`src/rtl/rhs_pkg.sv`:
```
// Shared types and constants for the register hazard scoreboard.
// No dependencies; imported by rhs_eval and the top level.
`timescale 1ns / 1ps
`default_nettype none

package rhs_pkg;

    localparam int NUM_REGS_DEF = 32;
    localparam int REG_W        = 5;
    localparam int ID_W         = 16;

    localparam logic MODE_DECODE    = 1'b0;
    localparam logic MODE_WRITEBACK = 1'b1;

    typedef struct packed {
        logic             mode;
        logic [ID_W-1:0]  instr_id;
        logic             src1_used;
        logic [REG_W-1:0] src1_reg;
        logic             src2_used;
        logic [REG_W-1:0] src2_reg;
        logic             dest_used;
        logic [REG_W-1:0] dest_reg;
    } item_t;

    typedef struct packed {
        logic            stall_res;
        logic            retired;
        logic [ID_W-1:0] dest_last_writer;
    } result_t;

    // Table update produced by one item; also kept as the bypass record.
    typedef struct packed {
        logic             pend_we;
        logic [REG_W-1:0] pend_addr;
        logic [ID_W-1:0]  pend_data;
        logic             ret_we;
        logic [REG_W-1:0] ret_addr;
        logic [ID_W-1:0]  ret_data;
    } wr_cmd_t;

endpackage

`default_nettype wire

```
`src/rtl/rhs_ram.sv`:
```
// One writer-id table: one write port, one registered read port.
// Per-entry valid bits cleared by reset; an unwritten entry reads zero.
`timescale 1ns / 1ps
`default_nettype none

module rhs_ram #(
    parameter int DEPTH = 32,
    parameter int DW    = 16,
    parameter int AW    = $clog2(DEPTH)
) (
    input  wire logic          clk,
    input  wire logic          rst_n,
    input  wire logic          wr_en,
    input  wire logic [AW-1:0] wr_addr,
    input  wire logic [DW-1:0] wr_data,
    input  wire logic          rd_en,
    input  wire logic [AW-1:0] rd_addr,
    output logic      [DW-1:0] rd_data
);

    logic [DW-1:0]    mem [DEPTH];
    logic [DEPTH-1:0] vld_reg;
    logic [DW-1:0]    rd_data_reg;
    logic             rd_vld_reg;

    always_ff @(posedge clk)
    begin
        if (wr_en)
        begin
            mem[wr_addr] <= wr_data;
        end
        if (rd_en)
        begin
            rd_data_reg <= mem[rd_addr];
        end
    end

    always_ff @(posedge clk or negedge rst_n)
    begin
        if (!rst_n)
        begin
            vld_reg    <= '0;
            rd_vld_reg <= 1'b0;
        end
        else
        begin
            if (wr_en)
            begin
                vld_reg[wr_addr] <= 1'b1;
            end
            if (rd_en)
            begin
                rd_vld_reg <= vld_reg[rd_addr];
            end
        end
    end

    assign rd_data = rd_vld_reg ? rd_data_reg : '0;

endmodule

`default_nettype wire

```
`src/rtl/rhs_eval.sv`:
```
// Hazard check and retire decision for the item held in the input stage.
// Uses rhs_pkg; table reads arrive registered, with a bypass of the last update.
`timescale 1ns / 1ps
`default_nettype none

module rhs_eval #(
    parameter int NUM_REGS = rhs_pkg::NUM_REGS_DEF
) (
    input  wire rhs_pkg::item_t          item,
    input  wire logic [rhs_pkg::ID_W-1:0] pend_s1,
    input  wire logic [rhs_pkg::ID_W-1:0] pend_s2,
    input  wire logic [rhs_pkg::ID_W-1:0] pend_d,
    input  wire logic [rhs_pkg::ID_W-1:0] ret_d,
    input  wire rhs_pkg::wr_cmd_t        bypass,
    output rhs_pkg::result_t             result,
    output rhs_pkg::wr_cmd_t             wr
);
    import rhs_pkg::*;

    logic            rng_s1;
    logic            rng_s2;
    logic            rng_d;
    logic [ID_W-1:0] p_s1;
    logic [ID_W-1:0] p_s2;
    logic [ID_W-1:0] p_d;
    logic [ID_W-1:0] r_d;
    logic            haz1;
    logic            haz2;
    logic            stall;
    logic            match;

    assign rng_s1 = int'(item.src1_reg) < NUM_REGS;
    assign rng_s2 = int'(item.src2_reg) < NUM_REGS;
    assign rng_d  = int'(item.dest_reg) < NUM_REGS;

    // The update made at the edge this item was loaded is not in the read data.
    always_comb
    begin
        p_s1 = '0;
        p_s2 = '0;
        p_d  = '0;
        r_d  = '0;
        if (rng_s1)
        begin
            p_s1 = (bypass.pend_we && bypass.pend_addr == item.src1_reg)
                   ? bypass.pend_data : pend_s1;
        end
        if (rng_s2)
        begin
            p_s2 = (bypass.pend_we && bypass.pend_addr == item.src2_reg)
                   ? bypass.pend_data : pend_s2;
        end
        if (rng_d)
        begin
            p_d = (bypass.pend_we && bypass.pend_addr == item.dest_reg)
                  ? bypass.pend_data : pend_d;
            r_d = (bypass.ret_we && bypass.ret_addr == item.dest_reg)
                  ? bypass.ret_data : ret_d;
        end
    end

    assign haz1  = item.src1_used && (p_s1 != '0) && (p_s1 < item.instr_id);
    assign haz2  = item.src2_used && (p_s2 != '0) && (p_s2 < item.instr_id);
    assign stall = (item.mode == MODE_DECODE) && (haz1 || haz2);
    assign match = (item.mode == MODE_WRITEBACK) && item.dest_used && rng_d
                   && (p_d != '0) && (p_d == item.instr_id);

    always_comb
    begin
        wr           = '0;
        wr.pend_addr = item.dest_reg;
        wr.ret_addr  = item.dest_reg;
        wr.ret_data  = item.instr_id;
        if (item.mode == MODE_DECODE)
        begin
            wr.pend_we   = !stall && item.dest_used && rng_d;
            wr.pend_data = item.instr_id;
        end
        else
        begin
            wr.pend_we   = match;
            wr.pend_data = '0;
            wr.ret_we    = match;
        end
    end

    assign result.stall_res        = stall;
    assign result.retired          = match;
    assign result.dest_last_writer = match ? item.instr_id : r_d;

endmodule

`default_nettype wire

```
`src/rtl/register_hazard_scoreboard.sv`:
```
// Top level of the register hazard scoreboard: input stage, tables, result register.
// Depends on rhs_pkg, rhs_ram and rhs_eval.
//
//  channel | direction | handshake          | payload
//  in      | input     | in_valid, in_stall | in_data  (rhs_pkg::item_t)
//  out     | output    | out_valid, out_stall | out_data (rhs_pkg::result_t)
//
// One item per clock sustained while the output is not stalled; a result moves from its
// transfer through the input stage (table read) and then evaluation into the result register.
// The tables are read while an item is loaded; the update of the item ahead is
// bypassed. Reset clears all valid bits at once, so no clearing pass is needed.
// A stall on the output holds the result register, then the input stage.
`timescale 1ns / 1ps
`default_nettype none

module register_hazard_scoreboard #(
    parameter int NUM_REGS = rhs_pkg::NUM_REGS_DEF
) (
    input  wire logic     clk,
    input  wire logic     rst_n,
    input  wire logic     in_valid,
    output logic          in_stall,
    input  wire rhs_pkg::item_t in_data,
    output logic          out_valid,
    input  wire logic     out_stall,
    output rhs_pkg::result_t out_data
);
    import rhs_pkg::*;

    localparam int AW = $clog2(NUM_REGS);

    item_t     item_reg;
    logic      item_vld_reg;
    wr_cmd_t   bypass_reg;
    wr_cmd_t   bypass_next;
    result_t   res_reg;
    logic      res_vld_reg;

    logic      load;
    logic      adv;
    wr_cmd_t   wr;
    result_t   result;
    logic [ID_W-1:0] pend_s1;
    logic [ID_W-1:0] pend_s2;
    logic [ID_W-1:0] pend_d;
    logic [ID_W-1:0] ret_d;

    assign adv      = item_vld_reg && (!res_vld_reg || !out_stall);
    assign in_stall = item_vld_reg && !adv;
    assign load     = in_valid && !in_stall;

    // Pending-writer table kept as three copies, one per read address.
    rhs_ram #(.DEPTH(NUM_REGS), .DW(ID_W), .AW(AW)) u_pend_s1 (
        .clk     (clk),
        .rst_n   (rst_n),
        .wr_en   (adv && wr.pend_we),
        .wr_addr (AW'(wr.pend_addr)),
        .wr_data (wr.pend_data),
        .rd_en   (load),
        .rd_addr (AW'(in_data.src1_reg)),
        .rd_data (pend_s1)
    );

    rhs_ram #(.DEPTH(NUM_REGS), .DW(ID_W), .AW(AW)) u_pend_s2 (
        .clk     (clk),
        .rst_n   (rst_n),
        .wr_en   (adv && wr.pend_we),
        .wr_addr (AW'(wr.pend_addr)),
        .wr_data (wr.pend_data),
        .rd_en   (load),
        .rd_addr (AW'(in_data.src2_reg)),
        .rd_data (pend_s2)
    );

    rhs_ram #(.DEPTH(NUM_REGS), .DW(ID_W), .AW(AW)) u_pend_d (
        .clk     (clk),
        .rst_n   (rst_n),
        .wr_en   (adv && wr.pend_we),
        .wr_addr (AW'(wr.pend_addr)),
        .wr_data (wr.pend_data),
        .rd_en   (load),
        .rd_addr (AW'(in_data.dest_reg)),
        .rd_data (pend_d)
    );

    rhs_ram #(.DEPTH(NUM_REGS), .DW(ID_W), .AW(AW)) u_ret_d (
        .clk     (clk),
        .rst_n   (rst_n),
        .wr_en   (adv && wr.ret_we),
        .wr_addr (AW'(wr.ret_addr)),
        .wr_data (wr.ret_data),
        .rd_en   (load),
        .rd_addr (AW'(in_data.dest_reg)),
        .rd_data (ret_d)
    );

    rhs_eval #(.NUM_REGS(NUM_REGS)) u_eval (
        .item    (item_reg),
        .pend_s1 (pend_s1),
        .pend_s2 (pend_s2),
        .pend_d  (pend_d),
        .ret_d   (ret_d),
        .bypass  (bypass_reg),
        .result  (result),
        .wr      (wr)
    );

    // Only an update made at the same edge as the load is missing from the read.
    always_comb
    begin
        bypass_next         = wr;
        bypass_next.pend_we = adv && wr.pend_we;
        bypass_next.ret_we  = adv && wr.ret_we;
    end

    always_ff @(posedge clk or negedge rst_n)
    begin
        if (!rst_n)
        begin
            item_vld_reg <= 1'b0;
            res_vld_reg  <= 1'b0;
            bypass_reg   <= '0;
        end
        else
        begin
            if (load)
            begin
                item_vld_reg <= 1'b1;
            end
            else if (adv)
            begin
                item_vld_reg <= 1'b0;
            end

            if (adv)
            begin
                res_vld_reg <= 1'b1;
            end
            else if (!out_stall)
            begin
                res_vld_reg <= 1'b0;
            end

            if (load)
            begin
                bypass_reg <= bypass_next;
            end
        end
    end

    always_ff @(posedge clk)
    begin
        if (load)
        begin
            item_reg <= in_data;
        end
        if (adv)
        begin
            res_reg <= result;
        end
    end

    assign out_valid = res_vld_reg;
    assign out_data  = res_reg;

    a_adv_fills_result: assert property (@(posedge clk) disable iff (!rst_n)
        adv |=> res_vld_reg)
        else $error("evaluated item did not reach the result register");

    a_no_overwrite: assert property (@(posedge clk) disable iff (!rst_n)
        !(load && item_vld_reg && !adv))
        else $error("input stage overwritten while holding an item");

    a_retire_consistent: assert property (@(posedge clk) disable iff (!rst_n)
        (item_vld_reg && wr.ret_we) |->
            (result.retired && result.dest_last_writer == item_reg.instr_id
             && wr.pend_we && wr.pend_data == '0))
        else $error("retire update disagrees with the result");

    a_stall_no_claim: assert property (@(posedge clk) disable iff (!rst_n)
        (item_vld_reg && result.stall_res) |-> (!wr.pend_we && !wr.ret_we))
        else $error("stalled decode updated the tables");

endmodule

`default_nettype wire
```
`config.mk`:
```
export PLATFORM = sky130hd
export DESIGN_NAME = register_hazard_scoreboard
export DESIGN_NICKNAME = d
export VERILOG_FILES = /design/src/rtl/rhs_pkg.sv /design/src/rtl/rhs_ram.sv /design/src/rtl/rhs_eval.sv /design/src/rtl/register_hazard_scoreboard.sv
export SDC_FILE = /design/constraint.sdc
export NUM_CORES = 2
export LEC_CHECK = 0
export BUFFER_PORTS_ARGS = -buffer_cell sky130_fd_sc_hd__buf_4
export CAP_MARGIN = 20
export CORE_MARGIN = 3
export CORE_UTILIZATION = 55
export CTS_CLUSTER_DIAMETER = 200
export DETAILED_ROUTE_END_ITERATION = 6
export GPL_TIMING_DRIVEN = 0
export PLACE_DENSITY = 0.71
export SYNTH_ARGS = -nofsm -noshare
export SYNTH_HDL_FRONTEND = slang
export SYNTH_SLANG_ARGS = --single-unit
```
`constraint.sdc`:
```
create_clock -name clk -period 11.7 [get_ports clk]
set_input_delay 3.51 -clock clk [delete_from_list [all_inputs] [get_ports clk]]
set_output_delay 3.51 -clock clk [all_outputs]
set_load 0.02 [all_outputs]
```
[After elaboration in Yosys (flattened, before gate mapping)]
Memory sizes are Yosys's and may differ from the RTL's. A register that Yosys moved wholly into a read port is not among the register bits.
Index checks and enable logic that the tools add are counted.
Storage, ports and cells
  bits in writable memories: 2048
  latch bits: 0
  logic and storage cells: 107
  memories: 4
  output and inout bits: 20
  bits in registers: 226
  bits in read-only memories: 0
  input bits: 39
Memories
  u_pend_d.mem: depth 32, width 16, read ports 1, clocked after Yosys merged registers in 1, write ports 1, RTL line rhs_ram.sv:21  | logic [DW-1:0] mem [DEPTH];
  u_pend_s1.mem: depth 32, width 16, read ports 1, clocked after Yosys merged registers in 1, write ports 1, RTL line rhs_ram.sv:21
  u_pend_s2.mem: depth 32, width 16, read ports 1, clocked after Yosys merged registers in 1, write ports 1, RTL line rhs_ram.sv:21
  u_ret_d.mem: depth 32, width 16, read ports 1, clocked after Yosys merged registers in 1, write ports 1, RTL line rhs_ram.sv:21
Cells by class
  multipliers: 0
  equal/unequal tests: 5
  reduce and logical (&&, ||, !) cells: 30
  multiplexer cells: 30
  add/sub/neg operators: 0
  bitwise gates (word level): 5
  $lt $le $gt $ge: 7
  div/mod/pow operators: 0
  shift-type cells: 0
Operators by type and width (count)
  $mux W16: 10
  $or A32 B32 Y32: 4
  $reduce_bool A16 Y1: 3
  $lt A16 B16 Y1: 2
  $lt A5 B6 Y1 const B: 4
  $bmux W1 S5: 4
  $logic_and A1 B1 Y1: 19
  $eq A16 B16 Y1: 1
  $eq A5 B5 Y1: 3
  $mux W1: 15
  $demux W1 S5: 1
  $ge A5 B1 Y1 const B: 1
  $logic_not A1 Y1: 5
  $logic_or A1 B1 Y1: 2
  $ne A2 B1 Y1 const B: 1
  $reduce_bool A2 Y1: 1
  $not A1 Y1: 1

[Logic depth before layout (Yosys ltp)]
  depth in word-level cells: 14
  gate-level depth with buffers: 16
  depth with buffers taken out: 13

[By module]
From an unflattened synthesis, not the netlist that was laid out.
Unflattened totals
  cells, all modules: 4130
  area total of the unflattened synthesis: 91894.4 um^2
By module, submodules not included
  rhs_ram: sequential area each 16681.0 um^2, instances 4, cells each 913, area an instance 21494.4 um^2
  register_hazard_scoreboard: sequential area each 2742.6 um^2, instances 1, cells each 157, area an instance 3344.5 um^2
  rhs_eval: sequential area each 0.0 um^2, instances 1, cells each 321, area an instance 2572.5 um^2

[Least setup slack after synthesis]
No wires, ideal clock.
  path kind: input port to flip-flop
  start: input port out_stall
  end: register bypass_reg[31] (netlist name)
  library setup time: 0.134 ns
  cell stages on the path: 5
  data required time: 11.566 ns
  data arrival time: 7.318 ns
  path slack: 4.248 ns
  buffers on the path: 1
  cell sequence: nand3_1 nand2_1 clkinv_1 clkbuf_1 mux2_2
On the way
  word-level cells in the longest chain between the ends: 7
Ends and longest elaborated chain
  start, declared: RTL line register_hazard_scoreboard.sv:25  | input wire logic out_stall,
  $logic_not A1 Y1
  $logic_or A1 B1 Y1: RTL line register_hazard_scoreboard.sv:48  | assign adv = item_vld_reg && (!res_vld_reg || !out_stall);
  $logic_and A1 B1 Y1: RTL line register_hazard_scoreboard.sv:48
  $logic_not A1 Y1: RTL line register_hazard_scoreboard.sv:49  | assign in_stall = item_vld_reg && !adv;
  $logic_and A1 B1 Y1: RTL line register_hazard_scoreboard.sv:49
  $logic_not A1 Y1: RTL line register_hazard_scoreboard.sv:50  | assign load = in_valid && !in_stall;
  $logic_and A1 B1 Y1: RTL line register_hazard_scoreboard.sv:50
  named net load: RTL line register_hazard_scoreboard.sv:39  | logic load;
  end signal, assigned: RTL line register_hazard_scoreboard.sv:146  | bypass_reg <= bypass_next;
  end, declared: RTL line register_hazard_scoreboard.sv:34  | wr_cmd_t bypass_reg;
The timed path passes the listed nets, and every way through them passes these cells.
A chain may end at the register's enable or synchronous reset.

[Worst setup path in the final report]
  start: input port out_stall
  end: output port in_stall
On the way
  word-level cells in the longest chain between the ends: 5
Ends and longest elaborated chain
  $logic_not A1 Y1
  $logic_or A1 B1 Y1: RTL line register_hazard_scoreboard.sv:48
  $logic_and A1 B1 Y1: RTL line register_hazard_scoreboard.sv:48
  $logic_not A1 Y1: RTL line register_hazard_scoreboard.sv:49
  $logic_and A1 B1 Y1: RTL line register_hazard_scoreboard.sv:49
  end, declared: RTL line register_hazard_scoreboard.sv:22  | output logic in_stall,
No other way between the ends.

==> out/qor.csv <==
metric;value;unit
status;complete, no violations;
EDFF count, synth;1141;
Detail Placement HPWL;143.8;mm
Worst slew margin;0.1621;
clock-pin transition on the worst setup and hold timing paths;50;ps
largest area contributor in the netlist;edfxtp_1;
Remaining DRCs;0;
Clk Latency, worst-skew pair;770;ps
Core Area;109200;um2
type of origin of the critical path;primary input;
final wirelength;199.8;mm
sequential share of the synthesized area;0.6357;
share of cells above drive strength 1;0.3567;
clk root buf;clkbuf_16;
CP required;8190;ps
DIE HEIGHT;338.2;um
setup TNS;0;ps
Final Hold Slack;469.9;ps
Fill cells;7044;
Worst-Margin Slew;1257;ps
Routed Antenna Nets;0;
port bufs;58;
initial core utilization;0.5561;
ratio of total power to cell area;153.4;nW/um2
GRT Util Overall;0.3486;
post-synthesis mux area share;0.2715;
initial DRC count;6010;
leakage;23.27;nW
syn_area_per_cell;19.11;um2
# Max-Cap Violations;0;
Final Hold Fails;0;
initial antenna violation count;10;
synthesized area;60710;um2
critical path capture point type;primary output;
largest family of logic cells by synthesized area;multiplexers;
Max IR drop VDD;0.1728;mV
Most common cell on crit path;buf_4;
CTS resizes;0;
unrepaired setup endpoints after global routing;no;
Worst path depth;4;
Worst Reg-to-Reg Cells;15;
post-synthesis async set-or-reset flop share;0.1317;
H-tree depth;4;
total clock buffers created by CTS;140;
Synth Register Bits;1314;
Post-CTS Setup Bufs;0;
FP Rows;121;
GPL Wtd Cong;0.9737;
Ys Warns;0;
total number of vias;37610;
Clock Path Buffers;3;
Max Slew Vio Count;0;
Critical Path Max Stage Delay;150;ps
Final min period;7458;ps
setup ws final;4242;ps
critical path class;primary input to primary output;
die footprint;114400;um2
# nets final;3610;
Main synth FF type;edfxtp_1;
Post-synth top cells;edfxtp_1, mux4_2, clkbuf_1;
number of global-route vias before repair;37300;
post-synth net total;3245;
Distinct cells, synth;61;
global route overflow;0;
Min-Delay Path Depth;2;
largest net degree at the start of global routing;99;
CTS sink cnt;1314;
xor/xnor share of the synthesized area;0.003174;
most frequent cell after synthesis;edfxtp_1;
Post-Synth Simple-Gate Area;0.02630;
synthesized-area fraction occupied by adder cells;0.006183;
critical-path maximum fanout;3;
cell count after synthesis;3176;
Clock Skew;40.74;ps
Synth Area in Compound Gates;0.03875;
Crit path max-delay family;buffers and inverters;
CTS tree;yes;
Buf/Inv on CP;3;
critical path's slowest cell;buf_4;
Via density;7.338;
Tightest Hold Check Type;register to register;
global-route wire length before repair;279.2;mm
die width;338.2;um
Synth area leaders;edfxtp_1, mux4_2, dfrtp_1;
wire per inst;38.97;um
DP Worst Slack;3946;ps
Fmax;134.1;MHz
growth of design area from synthesis to finish;16.95;%
# IOs;59;
final period utilization;0.6374;
setup violators final;0;
post-synth top area share;0.5644;
CTS Hold Bufs;0;
Worst EP arrival;3950;ps
total iterations of the first detailed-routing run;6;
crit-path cells;buf_4, nand3_1, inv_1, buf_4;
stage by stage:
step	total power [W]	instance area, um2	util	instances
after global placement	0.006432	62990	0.5771	4710
after floorplan	0.006024	60710	-	3176
after CTS	0.01085	70510	0.6459	5092
final	0.01089	71000	0.6504	5126
after detailed placement	0.006518	65970	0.6043	4844
after global routing	0.01116	70990	0.6504	5123
worst min-delay path, cell delays in order (launching register included):
cell and delay, ps:
dfrtp_1 330, a21oi_1 40, o31ai_1 60
area by class of cell:
type	count	area, um2	area share
Multi-Input combinational cell	1582	21480	0.3026
Sequential cell	1314	38590	0.5436
Clock inverter	73	815.8	0.01149
Tap cell	1476	1847	0.02601
Antenna cell	3	7.507	0.0001057
Buffer	243	982.2	0.01383
Timing Repair Buffer	223	3408	0.04800
Inverter	37	138.9	0.001956
Clock buffer	175	3726	0.05248
placed cells by master (no fill, tap or decap), types with 13 or more instances in the layout:
master / instances
mux4_2: 680
o21ai_0: 122
clkinv_2: 17
o21bai_1: 20
ha_1: 30
nand3_1: 26
clkbuf_1: 219
nor2_2: 35
buf_1: 34
clkinv_1: 25
edfxtp_1: 1141
a21oi_1: 126
mux2_2: 86
buf_8: 93
buf_4: 58
nand2_1: 138
nor2_1: 67
buf_16: 42
nor4_1: 15
dfrtp_1: 173
buf_6: 29
inv_1: 35
clkbuf_16: 141
a21oi_4: 13
mux2i_1: 20
a211oi_4: 13
o31ai_1: 40
report_power, final:
group / internal, W / leakage (nW) / switching [W]
sequential: 0.00523 / 12.6 / 0.000108
clock: 0.00251 / 2.20 / 0.00190
combinational: 0.000474 / 8.46 / 0.000673
layer usage:
metal | global-route usage | vias up | wire length, um
li1 | - | 14150 | -
met1 | 0.4567 | 19480 | 67770
met2 | 0.5333 | 3324 | 92750
met3 | 0.1237 | 647 | 28780
met4 | 0.1512 | 6 | 10360
met5 | 0.006250 | - | 101
logic make-up after synthesis:
| logic type | Yosys count |
|---|---|
| xor+xnor | 22 |
| fa+ha+maj | 30 |
| flops | 1314 |
| compound gates | 390 |
| buf+inv | 280 |
| simple gates | 354 |
| mux | 786 |
path summary, 6_finish.rpt:
| path | startpoint | end | slack (ps) |
|---|---|---|---|
| worst min-delay path | u_pend_d.vld_reg[21] | u_pend_d.vld_reg[21] | 470 |
| worst max register to register | bypass_reg[16] | u_pend_s2.mem[13][7] | 5260 |
| worst max-delay path | out_stall | in_stall | 4240 |
| worst min register to register | u_pend_d.vld_reg[21] | u_pend_d.vld_reg[21] | 470 |
| min in group asynchronous | rst_n | u_pend_d.vld_reg[15] | 2700 |
| max in group asynchronous | rst_n | bypass_reg[30] | 8100 |
No activity file was read; power rests on OpenSTA's default activity.
